### src/rtt_pkg.sv
// ============================================================================
// rtt_pkg: retransmit timer table shared types
// Word formats, table entry layout, command and result codes.
// ============================================================================
package rtt_pkg;

    // Command codes on the input word
    localparam logic [1:0] CMD_ADD    = 2'd0;
    localparam logic [1:0] CMD_REMOVE = 2'd1;
    localparam logic [1:0] CMD_SCAN   = 2'd2;
    localparam logic [1:0] CMD_NONE   = 2'd3;

    // Result kinds on the output word
    localparam logic [2:0] KIND_ADDED     = 3'd0;
    localparam logic [2:0] KIND_FULL      = 3'd1;
    localparam logic [2:0] KIND_REMOVED   = 3'd2;
    localparam logic [2:0] KIND_NOT_FOUND = 3'd3;
    localparam logic [2:0] KIND_RESEND    = 3'd4;
    localparam logic [2:0] KIND_EXPIRED   = 3'd5;
    localparam logic [2:0] KIND_DONE      = 3'd6;

    // Resend interval after reset, in ms
    localparam logic [15:0] INTERVAL_RESET = 16'd500;

    typedef struct packed {
        logic [1:0]  cmd;
        logic [15:0] seq_id;
        logic [7:0]  resend_count;
        logic [31:0] first_due;
        logic [7:0]  buffer_ref;
        logic [9:0]  frame_length;
        logic [31:0] now_ms;
    } t_in_word;

    typedef struct packed {
        logic [2:0]  kind;
        logic [15:0] seq_id_out;
        logic [7:0]  buffer_out;
        logic [9:0]  length_out;
        logic        retired;
        logic        last;
    } t_out_word;

    // Payload of one table slot
    typedef struct packed {
        logic [15:0] seq;
        logic [7:0]  count;
        logic [31:0] due;
        logic [7:0]  buffer;
        logic [9:0]  length;
    } t_slot;

    typedef struct packed {
        logic  valid;
        t_slot slot;
    } t_entry;

    // Chain moves: hold, push at the front, rotate toward the front,
    // drop the head and close the gap inside the unprocessed region
    typedef enum logic [1:0] {
        CELL_HOLD,
        CELL_PUSH,
        CELL_ROTATE,
        CELL_DROP
    } t_cell_op;

    typedef struct packed {
        t_cell_op op;
        logic     below_bound;  // cell lies before the last unprocessed cell
        logic     at_bound;     // cell is the last unprocessed cell
    } t_cell_ctl;

endpackage

### src/rtt_cell.sv
// ============================================================================
// rtt_cell: one slot of the timer table chain
// Holds one entry and takes its left or right neighbor on chain moves.
// ============================================================================
module rtt_cell (
    input  logic              i_clk,
    input  logic              i_rst_n,
    input  rtt_pkg::t_cell_ctl i_ctl,
    input  rtt_pkg::t_entry   i_left,
    input  rtt_pkg::t_entry   i_right,
    output rtt_pkg::t_entry   o_entry
);

    logic           r_valid;
    rtt_pkg::t_slot r_slot;
    logic           n_valid;
    rtt_pkg::t_slot n_slot;

    // Next entry for this cell
    always_comb begin
        n_valid = r_valid;
        n_slot  = r_slot;
        case (i_ctl.op)
            rtt_pkg::CELL_PUSH: begin
                n_valid = i_left.valid;
                n_slot  = i_left.slot;
            end
            rtt_pkg::CELL_ROTATE: begin
                n_valid = i_right.valid;
                n_slot  = i_right.slot;
            end
            rtt_pkg::CELL_DROP: begin
                if (i_ctl.below_bound) begin
                    n_valid = i_right.valid;
                    n_slot  = i_right.slot;
                end else if (i_ctl.at_bound) begin
                    n_valid = 1'b0;
                end
            end
            default: begin
            end
        endcase
    end

    // Valid bit clears on reset
    always_ff @(posedge i_clk) begin
        if (!i_rst_n) begin
            r_valid <= 1'b0;
        end else begin
            r_valid <= n_valid;
        end
    end

    // Payload
    always_ff @(posedge i_clk) begin
        r_slot <= n_slot;
    end

    assign o_entry.valid = r_valid;
    assign o_entry.slot  = r_slot;

endmodule

### src/rtt_ctrl.sv
// ============================================================================
// rtt_ctrl: timer table sequencer
// Runs commands over the head of the cell chain and drives the result word.
// ============================================================================
module rtt_ctrl #(
    parameter int TABLE_DEPTH = 16,
    parameter int LEFT_W      = $clog2(TABLE_DEPTH + 1)
) (
    input  logic               i_clk,
    input  logic               i_rst_n,
    input  logic               i_in_valid,
    output logic               o_in_stall,
    input  rtt_pkg::t_in_word  i_in_word,
    output logic               o_out_valid,
    input  logic               i_out_stall,
    output rtt_pkg::t_out_word o_out_word,
    input  logic               i_cfg_we,
    input  logic [15:0]        i_cfg_data,
    input  rtt_pkg::t_entry    i_head,
    input  logic               i_full,
    output rtt_pkg::t_entry    o_new,
    output rtt_pkg::t_entry    o_tail,
    output rtt_pkg::t_cell_op  o_op,
    output logic [LEFT_W-1:0]  o_left
);

    typedef enum logic [1:0] {
        ST_IDLE,
        ST_WALK,
        ST_ALIGN
    } t_state;

    t_state             r_state, n_state;
    logic [1:0]         r_cmd, n_cmd;
    logic [15:0]        r_seq, n_seq;
    logic [31:0]        r_now, n_now;
    logic [15:0]        r_interval;
    logic               r_found, n_found;
    logic               r_kept, n_kept;
    logic [LEFT_W-1:0]  r_left, n_left;
    logic               r_out_valid, n_out_valid;
    rtt_pkg::t_out_word r_out_word, n_out_word;

    logic               out_free;
    logic               accept;
    logic               due_hit;
    logic [7:0]         count_next;
    logic               retire;
    rtt_pkg::t_entry    upd_entry;
    rtt_pkg::t_cell_op  op;

    assign out_free   = !r_out_valid || !i_out_stall;
    assign o_in_stall = !((r_state == ST_IDLE) && out_free);
    assign accept     = i_in_valid && !o_in_stall;

    // Head entry after a possible resend
    assign due_hit    = (i_head.slot.count != 8'd0) && (i_head.slot.due <= r_now);
    assign count_next = due_hit ? i_head.slot.count - 8'd1 : i_head.slot.count;
    assign retire     = (count_next == 8'd0);

    always_comb begin
        upd_entry = i_head;
        if (due_hit) begin
            upd_entry.slot.due   = r_now + {16'd0, r_interval};
            upd_entry.slot.count = count_next;
        end
    end

    // New entry for an add
    assign o_new.valid       = 1'b1;
    assign o_new.slot.seq    = i_in_word.seq_id;
    assign o_new.slot.count  = i_in_word.resend_count;
    assign o_new.slot.due    = i_in_word.first_due;
    assign o_new.slot.buffer = i_in_word.buffer_ref;
    assign o_new.slot.length = i_in_word.frame_length;

    // Kept entries go back in at the tail; a scan writes back the update
    assign o_tail = ((r_state == ST_WALK) && (r_cmd == rtt_pkg::CMD_SCAN)) ? upd_entry
                                                                          : i_head;

    // Sequencer
    always_comb begin
        n_state     = r_state;
        n_cmd       = r_cmd;
        n_seq       = r_seq;
        n_now       = r_now;
        n_found     = r_found;
        n_kept      = r_kept;
        n_left      = r_left;
        n_out_valid = r_out_valid;
        n_out_word  = r_out_word;
        op          = rtt_pkg::CELL_HOLD;

        if (r_out_valid && !i_out_stall) begin
            n_out_valid = 1'b0;
        end

        unique case (r_state)
            ST_IDLE: begin
                if (accept) begin
                    n_cmd   = i_in_word.cmd;
                    n_seq   = i_in_word.seq_id;
                    n_now   = i_in_word.now_ms;
                    n_found = 1'b0;
                    n_kept  = 1'b0;
                    n_left  = LEFT_W'(TABLE_DEPTH);
                    case (i_in_word.cmd)
                        rtt_pkg::CMD_ADD: begin
                            n_out_valid           = 1'b1;
                            n_out_word.kind       = i_full ? rtt_pkg::KIND_FULL
                                                           : rtt_pkg::KIND_ADDED;
                            n_out_word.seq_id_out = i_in_word.seq_id;
                            n_out_word.buffer_out = i_in_word.buffer_ref;
                            n_out_word.length_out = i_in_word.frame_length;
                            n_out_word.retired    = 1'b0;
                            n_out_word.last       = 1'b1;
                            if (!i_full) begin
                                op = rtt_pkg::CELL_PUSH;
                            end
                        end
                        rtt_pkg::CMD_REMOVE, rtt_pkg::CMD_SCAN: begin
                            n_state = ST_WALK;
                        end
                        default: begin
                        end
                    endcase
                end
            end

            ST_WALK: begin
                if ((r_left == '0) || !i_head.valid) begin
                    // Every live entry has been visited
                    if (r_cmd == rtt_pkg::CMD_SCAN) begin
                        if (out_free) begin
                            n_out_valid = 1'b1;
                            n_out_word  = '0;
                            n_out_word.kind = rtt_pkg::KIND_DONE;
                            n_out_word.last = 1'b1;
                            n_state = ST_ALIGN;
                        end
                    end else if (r_found) begin
                        n_state = ST_ALIGN;
                    end else if (out_free) begin
                        n_out_valid = 1'b1;
                        n_out_word  = '0;
                        n_out_word.kind       = rtt_pkg::KIND_NOT_FOUND;
                        n_out_word.seq_id_out = r_seq;
                        n_out_word.last       = 1'b1;
                        n_state = ST_ALIGN;
                    end
                end else if (r_cmd == rtt_pkg::CMD_SCAN) begin
                    if (!(due_hit || retire) || out_free) begin
                        n_left = r_left - LEFT_W'(1);
                        // Word fields only change when a word goes out
                        if (due_hit || retire) begin
                            n_out_word.seq_id_out = i_head.slot.seq;
                            n_out_word.buffer_out = i_head.slot.buffer;
                            n_out_word.length_out = i_head.slot.length;
                            n_out_word.last       = 1'b0;
                        end
                        if (retire) begin
                            op = rtt_pkg::CELL_DROP;
                            n_out_valid        = 1'b1;
                            n_out_word.kind    = due_hit ? rtt_pkg::KIND_RESEND
                                                         : rtt_pkg::KIND_EXPIRED;
                            n_out_word.retired = 1'b1;
                        end else begin
                            op     = rtt_pkg::CELL_ROTATE;
                            n_kept = 1'b1;
                            if (due_hit) begin
                                n_out_valid        = 1'b1;
                                n_out_word.kind    = rtt_pkg::KIND_RESEND;
                                n_out_word.retired = 1'b0;
                            end
                        end
                    end
                end else begin
                    // Remove: newest matching entry only
                    if (!r_found && (i_head.slot.seq == r_seq)) begin
                        if (out_free) begin
                            op      = rtt_pkg::CELL_DROP;
                            n_found = 1'b1;
                            n_left  = r_left - LEFT_W'(1);
                            n_out_valid           = 1'b1;
                            n_out_word.kind       = rtt_pkg::KIND_REMOVED;
                            n_out_word.seq_id_out = r_seq;
                            n_out_word.buffer_out = i_head.slot.buffer;
                            n_out_word.length_out = i_head.slot.length;
                            n_out_word.retired    = 1'b0;
                            n_out_word.last       = 1'b1;
                        end
                    end else begin
                        op     = rtt_pkg::CELL_ROTATE;
                        n_kept = 1'b1;
                        n_left = r_left - LEFT_W'(1);
                    end
                end
            end

            ST_ALIGN: begin
                // Rotate the free slots past the kept block
                if (i_head.valid || !r_kept) begin
                    n_state = ST_IDLE;
                end else begin
                    op = rtt_pkg::CELL_ROTATE;
                end
            end

            default: begin
                n_state = ST_IDLE;
            end
        endcase
    end

    // State and registered outputs
    always_ff @(posedge i_clk) begin
        if (!i_rst_n) begin
            r_state     <= ST_IDLE;
            r_found     <= 1'b0;
            r_kept      <= 1'b0;
            r_left      <= '0;
            r_out_valid <= 1'b0;
            r_interval  <= rtt_pkg::INTERVAL_RESET;
        end else begin
            r_state     <= n_state;
            r_found     <= n_found;
            r_kept      <= n_kept;
            r_left      <= n_left;
            r_out_valid <= n_out_valid;
            if (i_cfg_we) begin
                r_interval <= i_cfg_data;
            end
            r_cmd      <= n_cmd;
            r_seq      <= n_seq;
            r_now      <= n_now;
            r_out_word <= n_out_word;
        end
    end

    assign o_out_valid = r_out_valid;
    assign o_out_word  = r_out_word;
    assign o_op        = op;
    assign o_left      = r_left;

endmodule

### src/retransmit_timer_table_top.sv
// ============================================================================
// retransmit_timer_table_top: retransmission timer table
// Bounded table of pending frames, newest first, held in a chain of cells.
// ============================================================================
// Input words (i_in_word) are taken when i_in_valid is high and o_in_stall
// is low. cmd selects add, remove by sequence id, or scan at now_ms; code 3
// is taken and ignored. Result words leave on o_out_word with o_out_valid
// and are held while i_out_stall is high; last marks the final word of an
// item. i_cfg_we writes the resend interval (ms) from i_cfg_data.
// Sequence of an item, with n live entries before it:
//   add: the result word appears in the cycle after acceptance.
//   remove, scan: the entries walk through the head cell, then the freed
//   slots rotate behind the kept ones (this step ends at once when nothing
//   is kept), and the block returns to idle to take the next word. A scan
//   gives up to n + 1 words, one per cycle while the receiver does not stall.
// The walk pauses whenever a word is due and the output register is held
// by a stalled receiver. Reset empties the table at once and sets the
// interval to 500 ms; no clearing pass is needed.
// ============================================================================
module retransmit_timer_table_top #(
    parameter int TABLE_DEPTH = 16
) (
    input  logic               i_clk,
    input  logic               i_rst_n,
    input  logic               i_in_valid,
    output logic               o_in_stall,
    input  rtt_pkg::t_in_word  i_in_word,
    output logic               o_out_valid,
    input  logic               i_out_stall,
    output rtt_pkg::t_out_word o_out_word,
    input  logic               i_cfg_we,
    input  logic [15:0]        i_cfg_data
);

    localparam int LEFT_W = $clog2(TABLE_DEPTH + 1);

    rtt_pkg::t_entry   w_cell [TABLE_DEPTH];
    rtt_pkg::t_entry   w_new;
    rtt_pkg::t_entry   w_tail;
    rtt_pkg::t_cell_op w_op;
    logic [LEFT_W-1:0] w_left;

    // Sequencer
    rtt_ctrl #(
        .TABLE_DEPTH (TABLE_DEPTH),
        .LEFT_W      (LEFT_W)
    ) u_ctrl (
        .i_clk       (i_clk),
        .i_rst_n     (i_rst_n),
        .i_in_valid  (i_in_valid),
        .o_in_stall  (o_in_stall),
        .i_in_word   (i_in_word),
        .o_out_valid (o_out_valid),
        .i_out_stall (i_out_stall),
        .o_out_word  (o_out_word),
        .i_cfg_we    (i_cfg_we),
        .i_cfg_data  (i_cfg_data),
        .i_head      (w_cell[0]),
        .i_full      (w_cell[TABLE_DEPTH-1].valid),
        .o_new       (w_new),
        .o_tail      (w_tail),
        .o_op        (w_op),
        .o_left      (w_left)
    );

    // Cell chain, slot 0 is the newest entry
    for (genvar i = 0; i < TABLE_DEPTH; i++) begin : g_cell
        rtt_pkg::t_cell_ctl w_ctl;
        rtt_pkg::t_entry    w_left_in;
        rtt_pkg::t_entry    w_right_in;

        assign w_ctl.op          = w_op;
        assign w_ctl.below_bound = (w_left > LEFT_W'(i + 1));
        assign w_ctl.at_bound    = (w_left == LEFT_W'(i + 1));

        if (i == 0) begin : g_first
            assign w_left_in = w_new;
        end else begin : g_mid_l
            assign w_left_in = w_cell[i-1];
        end

        if (i == TABLE_DEPTH - 1) begin : g_last
            assign w_right_in = w_tail;
        end else begin : g_mid_r
            assign w_right_in = w_cell[i+1];
        end

        rtt_cell u_cell (
            .i_clk   (i_clk),
            .i_rst_n (i_rst_n),
            .i_ctl   (w_ctl),
            .i_left  (w_left_in),
            .i_right (w_right_in),
            .o_entry (w_cell[i])
        );
    end

endmodule

### config.mk
export PLATFORM = sky130hd
export DESIGN_NAME = retransmit_timer_table_top
export DESIGN_NICKNAME = d
export VERILOG_FILES = /design/src/rtt_pkg.sv /design/src/rtt_cell.sv /design/src/rtt_ctrl.sv /design/src/retransmit_timer_table_top.sv
export SDC_FILE = /design/constraint.sdc
export NUM_CORES = 2
export LEC_CHECK = 0
export ABC_AREA = 0
export BUFFER_PORTS_ARGS = -buffer_cell sky130_fd_sc_hd__buf_4
export CORE_MARGIN = 5
export CORE_UTILIZATION = 55
export DETAILED_ROUTE_END_ITERATION = 8
export GPL_TIMING_DRIVEN = 0
export PLACE_DENSITY_LB_ADDON = 0.05
export SLEW_MARGIN = 20
export SYNTH_ARGS = -nofsm -noshare
export SYNTH_HDL_FRONTEND = slang
export SYNTH_HIERARCHICAL = 1
export SYNTH_SLANG_ARGS = --single-unit
### constraint.sdc
create_clock -name i_clk -period 19.79 [get_ports i_clk]
set_clock_uncertainty 0.2 [all_clocks]
set_input_delay 1.979 -clock i_clk [delete_from_list [all_inputs] [get_ports i_clk]]
set_output_delay 1.979 -clock i_clk [all_outputs]
set_load 0.01 [all_outputs]
==> summary.md <==
| Metric | Value |
|---|---|
| RR Endpoint | g_cell[3].u_cell/o_entry[47] |
| Synthesized net count | 3,887 |
| Die width | 341 um |
| Initial Util | a little under three fifths |
| Hold/Removal Path Class | reg2reg |
| CTS tree | yes |
| Leakage | ~25 nW |
| Internal reg-to-reg setup slack | between 10 and 15 ns |
| Critical path data arrival time | between 7 and 8 ns |
| Slew headroom | between 10% and 20% |
| Synthesized area | 0.0603 mm2 |
| DRC | 0 |
| Worst path bufs/invs | 5 |
| Worst hold stages | 2 |
| Max Buffers Root-to-Sink | 3 |
| I/O pin count | 170 |
| Endpoints failing setup | 0 |
| #FFs+latches synth | around 1,300 |
| DR pass1 iterations | 6 |
| Share of layout cells above drive strength 1 | about a quarter |
| Worst-Margin Slew | approximately 1.2 ns |
| Synth Flop Type | edfxtp_1 |
| Avg Cell Area, Syn | between 15 and 20 um2 |
| # port buffers | ~130 |
| Antenna Nets Post-Route | 0 |
| Worst Hold Launch | u_ctrl/r_interval[2] |
| Global-route wire length before repair | between 200 and 250 mm |
| Nets | about 4,300 |
| Initial antenna violation count | 7 |
| CP Cell Sequence | ha_1 -> nand4_1 -> nor3_1 -> o21ai_0 -> a41oi_2 -> o21a_2 -> mux2_1 -> nand4_1 -> nor4_1 -> o2111ai_1 -> o31ai_4 -> buf_8 -> inv_1 -> ha_1 -> nand2b_1 -> a21boi_4 -> buf_16 -> buf_16 -> buf_16 |
| Number of global-route vias before repair | 35,500 |
| Post-route setup TNS | 0 ns |
| Grt total ovfl | 0 |
| Post-synth EDFFs | roughly 1,300 |
| P_int | roughly 0.0054 W |
| R2R cell count | 19 |
| Routed vias | between 30,000 and 40,000 |
| Core ar. | roughly 0.11 mm2 |
| Status | complete, no violations |
| Sw frac | 25.2% |
| CTS Buf Count | approximately 140 |
| Post-detail-place hpwl | between 100 and 150 mm |
| Sequential Power Share | between 40 and 50% |
| Maximum VDD drop | between 60 and 70 uV |
| Switching Power | between 0.0015 and 0.002 W |
| Rows | approximately 120 |
| Die Y | about 340 um |
| Post-synthesis sequential area ratio | around two thirds |
| Root Driver | clkbuf_16 |
| Iter 0 DRT Violations | 3,314 |
| PD cells | approximately 100 mW/mm2 |
| Final worst-path cycle share | between 30% and 40% |
| Crit path time final | approximately 7.0 ns |
| RSZ-0062 raised after global routing | no |
| Startpoint class of the critical path | flip-flop |
| Post-CTS Hold Buffers | 0 |
| Worst Path Required | 20.02 ns |
| Fmax | 143 MHz |
| CP Max Fanout | 14 |
| Total GRT Usage | around 28% |
| CTS resizes | 0 |
| Async S/R FF share, synth | 0% |
| Comb power frac | between 10% and 20% |
| Final Hold Viols | 0 |
| CP endpoint kind | flip-flop |
| Crit Path Category | reg2reg |
| Largest net degree at the start of global routing | 28 |
| Clk pin slew, worst setup/hold paths | 0.06 ns |
| Max Cap Viol | 0 |
| Reg2reg start | g_cell[0].u_cell/o_entry[49] |
| Clock share of power | a little over a third |
| Core Util, Final | between 60% and 70% |
| Worst-Skew Late Latency | roughly 0.74 ns |
| GPL Wtd Cong | around 0.88 |
| Post-synth cell types | 72 |
| Pins Over Slew Limit | 0 |
| Die area | 0.116 mm2 |
| Most common cell on crit path | buf_16 |
| Synth warn | 6 |
| Average wire per standard cell | around 29 um |
| Worst hold endpoint | u_ctrl/r_interval[2] |
| Detailed Route WL | about 160 mm |
| Family with the most delay on the worst path | simple AND/OR/NAND/NOR gates |
| # Post-CTS Setup Buffers | 0 |
| Area grow syn2layout | 16.1% |
| CP peak stage delay | 0.99 ns |
| Gate Count Post-Synth | around 3,700 |
| Critical path's slowest cell | nor4_1 |
| H-tree levels | 4 |
| Num Clock Sinks | about 1,300 |
| Post-DR vias/cell | 6.13 |
-- through the flow --
stage | setup slack, ns | hold slack, ns | cell area, um2 | power, W | instances
after CTS | 12.95 | 0.288 | 70100 | 0.00727 | 5567
final | 12.79 | 0.290 | 70100 | 0.00722 | 5568
after global routing | 12.75 | 0.323 | 70100 | 0.00747 | 5567
after floorplan | 8.35 | 0.246 | 60300 | 0.00424 | 3673
after global placement | -0.320 | 0.263 | 63100 | 0.00466 | 5215
after detailed placement | 12.81 | 0.274 | 65600 | 0.00473 | 5312
-- how the worst max path moves through the flow --
stage / from / depth (start not counted) / slack, ns / endpoint
3_3_place_gp: i_out_stall / 12 / -0.32 / g_cell[1].u_cell/o_entry[46]
2_1_floorplan: i_out_stall / 11 / 8.35 / g_cell[11].u_cell/o_entry[0]
3_5_place_dp: i_out_stall / 16 / 12.81 / g_cell[3].u_cell/o_entry[46]
6_report: g_cell[0].u_cell/o_entry[49] / 19 / 12.79 / g_cell[3].u_cell/o_entry[47]
5_1_grt: g_cell[0].u_cell/o_entry[49] / 18 / 12.75 / g_cell[0].u_cell/o_entry[44]
4_1_cts: g_cell[0].u_cell/o_entry[49] / 19 / 12.95 / g_cell[3].u_cell/o_entry[47]
-- worst reg2reg max path: cells and delay by family (launching register included) --
family / cells / cell delay (ns)
flops: 1 / 0.50
buf+inv: 5 / 0.93
simple gates: 5 / 2.27
compound gates: 6 / 1.89
mux: 1 / 0.20
fa+ha+maj: 2 / 0.70
-- flip-flops by register name, summed over array words and instances (netlist names) --
signal,count
u_ctrl/r_found,1
u_ctrl/o_out_valid,1
u_ctrl/r_now,32
u_ctrl/o_left,5
u_ctrl/o_out_word,39
u_ctrl/r_cmd,2
u_ctrl/r_state,2
g_cell.u_cell/o_entry,1184
u_ctrl/r_interval,16
g_cell.u_cell/r_valid,16
u_ctrl/r_kept,1
u_ctrl/r_seq,16
-- cells by family after synthesis --
kind of cell | share of synthesized area [%]
adder cells (fa/ha/maj) | 1.77
flip-flops | 64.7
XOR/XNOR | 0.639
buffers and inverters | 4.48
other | 0.00621
multiplexers | 22.4
AO/OA/AOI/OAI | 2.81
AND/OR/NAND/NOR | 3.09
-- synthesized netlist by cell type (26+ instances only) --
library cell  count  area (um2)
mux2_2          385        4340
buf_2            35         175
edfxtp_1       1273       38200
buf_4           126         946
nand3_1          34         170
ha_1             84        1050
mux2_1          801        9020
nand2b_1         28         175
buf_6            97        1090
clkbuf_1         32         120
nand2_1         125         469
a21oi_1          51         255
inv_1            94         353
o21ai_0          63         315
dfxtp_1          42         841
nor3_1           30         150
a31oi_1          26         163
nor2_1           79         297
-- placed cells by master, fill, tap and decap left out, types with 16 or more instances in the layout --
| cell | n |
|---|---|
| a21oi_1 | 51 |
| nand2b_1 | 28 |
| ha_1 | 84 |
| nand3_1 | 34 |
| mux2_2 | 385 |
| nor3_1 | 30 |
| clkinv_2 | 17 |
| a311oi_1 | 16 |
| or3b_1 | 17 |
| xor2_1 | 20 |
| o21ai_0 | 59 |
| buf_4 | 256 |
| clkinv_1 | 22 |
| clkbuf_16 | 149 |
| inv_1 | 94 |
| nor2_1 | 79 |
| clkbuf_1 | 69 |
| a21o_1 | 21 |
| buf_16 | 78 |
| mux2i_1 | 19 |
| mux2_1 | 801 |
| a22oi_1 | 18 |
| nand2_1 | 125 |
| a31oi_1 | 26 |
| buf_6 | 98 |
| dfxtp_1 | 42 |
| edfxtp_1 | 1273 |
| xnor2_1 | 24 |
| buf_2 | 43 |
-- routing by layer --
layer  vias up  global-route usage [%]  part of all wire [%]
met1     17700                    38.5                    42
met5         -                       0                     0
met3       259                    5.67                   8.0
li1      14700                       -                     -
met2      1414                    44.6                    47
met4         0                    8.20                   2.9
-- area by class of cell --
| type | count | area (um2) |
|---|---|---|
| well taps | 1414 | 1770 |
| flip-flops and latches | 1315 | 39100 |
| clock inverters | 65 | 507 |
| multi-input cells | 1969 | 18800 |
| plain buffers | 293 | 2350 |
| inverters | 96 | 360 |
| diodes | 1 | 2.50 |
| fillers | 7767 | 38800 |
| clock buffers | 190 | 3910 |
| repair buffers | 225 | 3310 |
-- power groups by stage --
stage          clock, W  combinational [W]  sequential (W)
5_1_grt         0.00271            0.00114         0.00363
3_5_place_dp          0            0.00107         0.00366
6_report        0.00253            0.00108         0.00360
3_3_place_gp          0           0.000867         0.00380
2_1_floorplan         0           0.000599         0.00364
4_1_cts         0.00259            0.00108         0.00360
Power figures use the tool's default switching activity.
